## config.mk

```make
export PLATFORM = sky130hd
export DESIGN_NAME = elapsed_timeout_timer
export DESIGN_NICKNAME = d
export VERILOG_FILES = /design/src/ett_pkg.sv /design/src/ett_ctrl.sv /design/src/ett_datapath.sv /design/src/elapsed_timeout_timer.sv
export SDC_FILE = /design/constraint.sdc
export NUM_CORES = 2
export LEC_CHECK = 0
export BUFFER_PORTS_ARGS = -buffer_cell sky130_fd_sc_hd__buf_2
export CORE_MARGIN = 2
export CORE_UTILIZATION = 45
export DETAILED_ROUTE_END_ITERATION = 12
export SYNTH_ARGS = -nofsm -noshare
export SYNTH_HDL_FRONTEND = slang
export SYNTH_SLANG_ARGS = --single-unit
```

## constraint.sdc

```tcl
create_clock -name clk -period 13.9 [get_ports clk]
set_input_delay 1.39 -clock clk [delete_from_list [all_inputs] [get_ports clk]]
set_output_delay 1.39 -clock clk [all_outputs]
set_load 0.05 [all_outputs]
```

## src/ett_pkg.sv

```systemverilog
`default_nettype none

package ett_pkg;

    localparam int TIMER_W          = 32;
    localparam int MS_W             = 31;
    localparam int TPM_W            = 32;
    localparam int TICK_W           = 64;
    localparam int SAMPLE_WIDTH_DEF = 32;

    localparam int DIV_STEPS = TICK_W;
    localparam int DIV_CNT_W = $clog2(DIV_STEPS);

    localparam logic [MS_W-1:0]  MS_MAX          = {MS_W{1'b1}};
    localparam logic [TPM_W-1:0] TPM_RESET       = 32'd1000;
    localparam logic             HW_ASSIST_RESET = 1'b1;

    localparam int CFG_IDX_W  = 1;
    localparam int CFG_DATA_W = 32;
    localparam logic [CFG_IDX_W-1:0] CFG_HW_ASSIST = 1'd0;
    localparam logic [CFG_IDX_W-1:0] CFG_TICKS     = 1'd1;

    localparam logic OP_START = 1'b0;
    localparam logic OP_POLL  = 1'b1;

    typedef struct packed {
        logic              operation;
        logic [MS_W-1:0]   milliseconds;
        logic [TIMER_W-1:0] timer_sample;
    } ett_in_t;

    typedef struct packed {
        logic            expired;
        logic [MS_W-1:0] remaining_ms;
    } ett_out_t;

    typedef struct packed {
        logic load;
        logic exec;
        logic check;
        logic prep;
        logic step;
        logic out_load;
    } ett_cmd_t;

    typedef struct packed {
        logic is_poll;
        logic skip_div;
        logic div_last;
    } ett_sts_t;

endpackage

`default_nettype wire

```

## src/ett_ctrl.sv

```systemverilog
`default_nettype none

module ett_ctrl
    import ett_pkg::*;
(
    input  wire logic     clk,
    input  wire logic     rst_n,
    input  wire logic     in_valid,
    output logic          in_ready,
    output logic          out_valid,
    input  wire logic     out_ready,
    input  wire ett_sts_t sts,
    output ett_cmd_t      cmd
);

    typedef enum logic [5:0] {
        ST_IDLE   = 6'b000001,
        ST_EXEC   = 6'b000010,
        ST_CHECK  = 6'b000100,
        ST_PREP   = 6'b001000,
        ST_DIV    = 6'b010000,
        ST_FINISH = 6'b100000
    } ett_state_t;

    ett_state_t state_reg, state_next;
    logic       out_valid_reg, out_valid_next;

    always_comb
    begin
        state_next = state_reg;
        cmd        = '0;
        in_ready   = 1'b0;
        case (state_reg)
            ST_IDLE:
            begin
                in_ready = 1'b1;
                if (in_valid)
                begin
                    cmd.load   = 1'b1;
                    state_next = ST_EXEC;
                end
            end
            ST_EXEC:
            begin
                cmd.exec   = 1'b1;
                state_next = sts.is_poll ? ST_CHECK : ST_PREP;
            end
            ST_CHECK:
            begin
                cmd.check  = 1'b1;
                state_next = ST_PREP;
            end
            ST_PREP:
            begin
                cmd.prep   = 1'b1;
                state_next = ST_DIV;
            end
            ST_DIV:
            begin
                if (sts.skip_div)
                begin
                    state_next = ST_FINISH;
                end
                else
                begin
                    cmd.step = 1'b1;
                    if (sts.div_last)
                    begin
                        state_next = ST_FINISH;
                    end
                end
            end
            ST_FINISH:
            begin
                // wait for the output register to free up
                if (!out_valid_reg || out_ready)
                begin
                    cmd.out_load = 1'b1;
                    state_next   = ST_IDLE;
                end
            end
            default:
            begin
                state_next = ST_IDLE;
            end
        endcase
    end

    always_comb
    begin
        out_valid_next = out_valid_reg;
        if (cmd.out_load)
        begin
            out_valid_next = 1'b1;
        end
        else if (out_ready)
        begin
            out_valid_next = 1'b0;
        end
    end

    always_ff @(posedge clk or negedge rst_n)
    begin
        if (!rst_n)
        begin
            state_reg     <= ST_IDLE;
            out_valid_reg <= 1'b0;
        end
        else
        begin
            state_reg     <= state_next;
            out_valid_reg <= out_valid_next;
        end
    end

    assign out_valid = out_valid_reg;

endmodule

`default_nettype wire

```

## src/ett_datapath.sv

```systemverilog
`default_nettype none

module ett_datapath
    import ett_pkg::*;
#(
    parameter int SAMPLE_WIDTH = SAMPLE_WIDTH_DEF
)
(
    input  wire logic                  clk,
    input  wire logic                  rst_n,
    input  wire ett_in_t               in_data,
    output ett_out_t                   out_data,
    input  wire logic                  cfg_we,
    input  wire logic [CFG_IDX_W-1:0]  cfg_index,
    input  wire logic [CFG_DATA_W-1:0] cfg_data,
    input  wire ett_cmd_t              cmd,
    output ett_sts_t                   sts
);

    localparam int SampleInW = (SAMPLE_WIDTH < TIMER_W) ? SAMPLE_WIDTH : TIMER_W;

    logic                    hw_assist_reg;
    logic [TPM_W-1:0]        tpm_reg;
    logic                    op_reg;
    logic [MS_W-1:0]         ms_reg;
    logic [SAMPLE_WIDTH-1:0] sample_reg;
    logic [TICK_W-1:0]       target_reg, target_next;
    logic [TICK_W-1:0]       elapsed_reg, elapsed_next;
    logic [SAMPLE_WIDTH-1:0] last_reg, last_next;
    logic                    expired_reg, expired_next;
    logic [TICK_W-1:0]       total_reg;
    logic [SAMPLE_WIDTH-1:0] now_reg;
    logic                    zero_reg;
    logic [TICK_W-1:0]       quo_reg, quo_next;
    logic [TPM_W-1:0]        rem_reg, rem_next;
    logic [DIV_CNT_W-1:0]    cnt_reg, cnt_next;
    ett_out_t                result_reg;

    logic [MS_W+TPM_W-1:0]   prod;
    logic [SAMPLE_WIDTH-1:0] now_val;
    logic [SAMPLE_WIDTH-1:0] delta;
    logic [TICK_W:0]         left_ext;
    logic [TPM_W:0]          trial;
    logic [TPM_W:0]          diff;
    logic                    trial_ge;

    assign prod    = (MS_W+TPM_W)'(ms_reg) * (MS_W+TPM_W)'(tpm_reg);
    assign now_val = hw_assist_reg ? sample_reg : last_reg + SAMPLE_WIDTH'(1);
    assign delta   = now_val - last_reg;

    // borrow out of the top bit means elapsed already passed the target
    assign left_ext = {1'b0, target_reg} - {1'b0, elapsed_reg};

    // one restoring division step
    assign trial    = {rem_reg, quo_reg[TICK_W-1]};
    assign diff     = trial - {1'b0, tpm_reg};
    assign trial_ge = trial >= {1'b0, tpm_reg};

    always_comb
    begin
        target_next  = target_reg;
        elapsed_next = elapsed_reg;
        last_next    = last_reg;
        expired_next = expired_reg;
        if (cmd.exec && op_reg == OP_START)
        begin
            target_next  = TICK_W'(prod);
            elapsed_next = '0;
            last_next    = hw_assist_reg ? sample_reg : '0;
            expired_next = 1'b0;
        end
        else if (cmd.check && !expired_reg)
        begin
            if (total_reg >= target_reg)
            begin
                expired_next = 1'b1;
            end
            else
            begin
                elapsed_next = total_reg;
                last_next    = now_reg;
            end
        end
    end

    always_comb
    begin
        quo_next = quo_reg;
        rem_next = rem_reg;
        cnt_next = cnt_reg;
        if (cmd.prep)
        begin
            quo_next = left_ext[TICK_W-1:0];
            rem_next = '0;
            cnt_next = '0;
        end
        else if (cmd.step)
        begin
            quo_next = {quo_reg[TICK_W-2:0], trial_ge};
            rem_next = trial_ge ? diff[TPM_W-1:0] : trial[TPM_W-1:0];
            cnt_next = cnt_reg + DIV_CNT_W'(1);
        end
    end

    always_ff @(posedge clk or negedge rst_n)
    begin
        if (!rst_n)
        begin
            hw_assist_reg <= HW_ASSIST_RESET;
            tpm_reg       <= TPM_RESET;
            target_reg    <= '0;
            elapsed_reg   <= '0;
            last_reg      <= '0;
            expired_reg   <= 1'b1;
            zero_reg      <= 1'b1;
            cnt_reg       <= '0;
        end
        else
        begin
            if (cfg_we)
            begin
                case (cfg_index)
                    CFG_HW_ASSIST: hw_assist_reg <= cfg_data[0];
                    CFG_TICKS:     tpm_reg       <= cfg_data[TPM_W-1:0];
                    default:       tpm_reg       <= tpm_reg;
                endcase
            end
            target_reg  <= target_next;
            elapsed_reg <= elapsed_next;
            last_reg    <= last_next;
            expired_reg <= expired_next;
            cnt_reg     <= cnt_next;
            if (cmd.prep)
            begin
                zero_reg <= expired_reg || (tpm_reg == '0) || left_ext[TICK_W];
            end
        end
    end

    always_ff @(posedge clk)
    begin
        if (cmd.load)
        begin
            op_reg     <= in_data.operation;
            ms_reg     <= in_data.milliseconds;
            sample_reg <= SAMPLE_WIDTH'(in_data.timer_sample[SampleInW-1:0]);
        end
        if (cmd.exec)
        begin
            total_reg <= elapsed_reg + TICK_W'(delta);
            now_reg   <= now_val;
        end
        quo_reg <= quo_next;
        rem_reg <= rem_next;
        if (cmd.out_load)
        begin
            result_reg.expired <= expired_reg;
            if (zero_reg)
            begin
                result_reg.remaining_ms <= '0;
            end
            else if (quo_reg[TICK_W-1:MS_W] != '0)
            begin
                result_reg.remaining_ms <= MS_MAX;
            end
            else
            begin
                result_reg.remaining_ms <= quo_reg[MS_W-1:0];
            end
        end
    end

    assign sts.is_poll  = (op_reg == OP_POLL);
    assign sts.skip_div = zero_reg;
    assign sts.div_last = (cnt_reg == DIV_CNT_W'(DIV_STEPS - 1));
    assign out_data     = result_reg;

endmodule

`default_nettype wire

```

## src/elapsed_timeout_timer.sv

```systemverilog
// Millisecond timeout timer with a 64-bit elapsed tick total.
// Input channel (in_valid/in_ready, in_data): a start beat arms a timeout of
// milliseconds times tick_rate ticks; a poll beat adds the wrapped timer
// difference (or one tick in software mode) to the elapsed total.
// Output channel (out_valid/out_ready, out_data): one beat per input beat,
// carrying the sticky expired flag and the whole milliseconds left.
// Config channel (cfg_valid/cfg_ready, cfg_index, cfg_data) is always ready;
// index 0 is hw_assist, index 1 is tick_rate. Write it only while idle.
// An input beat passes through the states EXEC, CHECK (polls only), PREP,
// DIV and FINISH before the output register is loaded; DIV runs the 64-step
// restoring divider for remaining time, or is skipped when the answer is
// known to be zero. One item is in flight at a time, so no input beat is
// taken until FINISH has handed the previous result to the output register.
// A new input beat is taken while the previous result still waits in the
// output register; a stalled receiver holds the result and the next result
// waits in the controller until the register frees up.
// Reset disarms the timer: expired reads 1, hw_assist 1, tick_rate 1000.
`default_nettype none

module elapsed_timeout_timer
    import ett_pkg::*;
#(
    parameter int SAMPLE_WIDTH = SAMPLE_WIDTH_DEF
)
(
    input  wire logic                  clk,
    input  wire logic                  rst_n,
    input  wire logic                  in_valid,
    output logic                       in_ready,
    input  wire ett_in_t               in_data,
    output logic                       out_valid,
    input  wire logic                  out_ready,
    output ett_out_t                   out_data,
    input  wire logic                  cfg_valid,
    output logic                       cfg_ready,
    input  wire logic [CFG_IDX_W-1:0]  cfg_index,
    input  wire logic [CFG_DATA_W-1:0] cfg_data
);

    ett_cmd_t cmd;
    ett_sts_t sts;

    assign cfg_ready = 1'b1;

    ett_ctrl u_ctrl (
        .clk       (clk),
        .rst_n     (rst_n),
        .in_valid  (in_valid),
        .in_ready  (in_ready),
        .out_valid (out_valid),
        .out_ready (out_ready),
        .sts       (sts),
        .cmd       (cmd)
    );

    ett_datapath #(
        .SAMPLE_WIDTH (SAMPLE_WIDTH)
    ) u_datapath (
        .clk       (clk),
        .rst_n     (rst_n),
        .in_data   (in_data),
        .out_data  (out_data),
        .cfg_we    (cfg_valid && cfg_ready),
        .cfg_index (cfg_index),
        .cfg_data  (cfg_data),
        .cmd       (cmd),
        .sts       (sts)
    );

endmodule

`default_nettype wire

```

==> results.ini <==
[run]
maxCapViolCount = 0

[logic_synthesis]
synthArstFlopShare = 0.418
synth_top_area_frac = 0.279
ys_ff_latch = 495
synth_nets = 8131
synth_area_leaders = fa_1 (28%), edfxtp_1 (12%), ha_1 (9.6%)
synth_edf_count = 256
yosysWarnings = 0
synthFlopType = edfxtp_1
seq_area_frac_synth = 0.217
syn_avg_cell_area_um2 = 9.33
synth_area_mm2 = 0.0623
synthMuxAreaShare = 0.00950
netlist_instances = 6680
synth-simple-area-share = 0.151
synth_top_family_by_area = adder cells
ys_types = 103
synth_compound_area_frac = 0.120
synth.largest_area_cell = fa_1
synth_xor_area_frac = 0.0374
yosys.area_share.adder = 0.376

[drt]
wirelength_um = 187000
vias = 47475
avgViaCountPerCell = 5.62
firstDrtPassIters = 6
wl_per_cell_um = 22.1
ant_nets = 0
drt-initial-drc-count = 3723
remaining_drc_errors = 0

[sta]
fin_crit_ns = 8.78
tightest_slew_ns = 1.34
finalMaxSlewViolations = 0
setup_viol = 0
worst_slew_margin_rel = 0.105
finClkSkew_ns = 0.0344
finalHoldViolCount = 0
period_share = 0.632
rsz0062_at_grt = false
fmax_mhz = 114
tns_ns = 0

[worst_hold_path]
min_path_type = reg2reg
min_to = u_datapath.last_reg[18]
hp-start = u_datapath.now_reg[18]
hold_depth = 1

[clocking]
holdBufCountCts = 0
cts_sinks = 495
cts_setup_buffers = 0
cts_tree = yes
clk_pin_slew_worst_paths_ns = 0.07
clk_root_buffer_cell = clkbuf_16
cts_max_path_buffers = 3
htree_num_levels = 2
clock_latency_ns = 0.71
cts_made_buffers = 59
cts_resized = 0

[floorplanning]
ioPinCount = 137
die_y_um = 376
core_region_area_mm2 = 0.137
die-area_mm2 = 0.141
rows = 136
fp.dieW_um = 376
initial_core_util = 0.453

[grt]
grt_pass1_wl_um = 293000
antenna_found_initial = 6
grt_start_max_net_pins = 146
grt_pass1_vias = 49983
grt.total_usage = 0.267
gr-total-overflow = 0

[finish]
layout_common_cells = inv_1 (1110), fa_1 (870), nand2_1 (806)
layout_commonest_cell = inv_1
fin_nets = 8051
stdcell_count = 8446
fill_cells = 13088
regArea_mm2 = 0.0135
area_growth_pct = 6.99
drive_gt1_frac = 0.0642
multi_input_area_mm2 = 0.0433

[worst_setup_path]
worstPathMaxFanout = 32
r2r_slack_ns = 5.12
critical_path_required_ns = 14.44
critPathKind = reg2reg
cp-end-kind = flop
timing.rr.end = u_datapath.target_reg[62]
reg2reg_from = u_datapath.ms_reg[5]
critPathArrivalTime_ns = 9.32
r2r_cells = 27
cp-start-kind = flop

[placement]
port_buffers = 135
dp_hpwl_um = 138000
gp_routability_congestion = 0.903
post-place-cells = 8333

[outcome]
run_status = completed

-- Yosys cell counts, types with 6 or more instances --
cell,number
mux2i_1,22
nand3_1,54
o21a_1,22
dfstp_2,10
nand2_1,808
o21ai_0,279
a31oi_1,31
nor3_1,42
a221o_1,33
or2_2,13
and3_1,62
dfrtp_1,197
nand4_1,72
o211ai_1,75
inv_1,1111
o31ai_1,80
a21boi_0,11
dfxtp_1,32
a21o_1,155
a21oi_1,291
a211oi_1,20
xor2_1,82
buf_2,29
ha_1,479
nand2b_1,30
or3_1,9
nor2b_1,35
and2_1,534
o21ai_1,27
fa_1,870
a22o_1,7
edfxtp_1,256
xnor2_1,182
o22ai_1,6
nor4_1,30
nand3b_1,6
clkbuf_1,310
mux2_2,33
o21bai_1,39
buf_1,8
nor2_1,154
a211o_1,9
or4_1,8
-- stage by stage --
stage / hold WS [ns] / setup slack [ns] / instance area [um2] / util
floorplan: 0.440 / 5.80 / 62300 / -
global placement: 0.458 / 5.31 / 64500 / 0.469
detailed placement: 0.466 / 5.23 / 64500 / 0.469
CTS: 0.469 / 5.20 / 66700 / 0.485
global route: 0.490 / 4.77 / 66700 / 0.485
finish: 0.475 / 5.12 / 66700 / 0.485
-- worst max path at each step --
| stage | startpoint | endpoint | slack (ns) | cells past startpoint |
|---|---|---|---|---|
| finish | u_datapath.ms_reg[5] | u_datapath.target_reg[62] | 5.12 | 27 |
| global route | u_datapath.ms_reg[5] | u_datapath.target_reg[57] | 4.77 | 25 |
| CTS | u_datapath.ms_reg[5] | u_datapath.target_reg[62] | 5.20 | 27 |
| floorplan | u_ctrl.state_reg[5] | u_datapath.now_reg[0] | 5.80 | 3 |
| global placement | u_datapath.ms_reg[5] | u_datapath.target_reg[62] | 5.31 | 27 |
| detailed placement | u_datapath.ms_reg[5] | u_datapath.target_reg[62] | 5.23 | 27 |
-- final cells by class --
type	instances	area share
multi-input combinational	4718	0.650
inverter	1114	0.0627
timing repair buffer	212	0.0191
tap	1794	0.0337
clock inverter	30	0.00586
sequential	495	0.203
antenna	1	0.0000375
clock buffer	82	0.0261
-- critical path: stages (launching register included) --
cell	delay, ns
edfxtp_1	1.24
and2_1	0.28
fa_1	0.45
fa_1	0.51
fa_1	0.52
inv_1	0.05
fa_1	0.48
inv_1	0.06
fa_1	0.50
inv_1	0.05
fa_1	0.48
inv_1	0.06
fa_1	0.53
inv_1	0.05
fa_1	0.53
inv_1	0.05
ha_1	0.35
a21oi_1	0.22
o21ai_0	0.14
a31oi_1	0.25
nand4b_1	0.18
a31oi_1	0.42
o31a_1	0.34
o21ai_1	0.12
and3_1	0.19
o41ai_2	0.33
a21o_1	0.17
a31oi_1	0.08
-- layer usage --
layer | vias up | wire [um] | global-route usage
met1 | 24014 | 82100 | 0.371
met5 | - | 22 | 0
li1 | 21383 | - | -
met3 | 344 | 13300 | 0.0404
met4 | 4 | 5820 | 0.0752
met2 | 1730 | 85300 | 0.435
-- cells by family (layout without fill, tap and decap cells) --
| family | after synthesis | count (layout) |
|---|---|---|
| AND/OR/NAND/NOR | 1891 | 1891 |
| buffers and inverters | 1467 | 1438 |
| adder cells (fa/ha/maj) | 1349 | 1349 |
| AO/OA/AOI/OAI | 1157 | 1157 |
| flip-flops | 495 | 495 |
| XOR/XNOR | 265 | 265 |
| multiplexers | 55 | 55 |
| other | 1 | 2 |
Power is not shown: default switching activity piles up to over one toggle a cycle in this logic, so the estimate is an artifact.
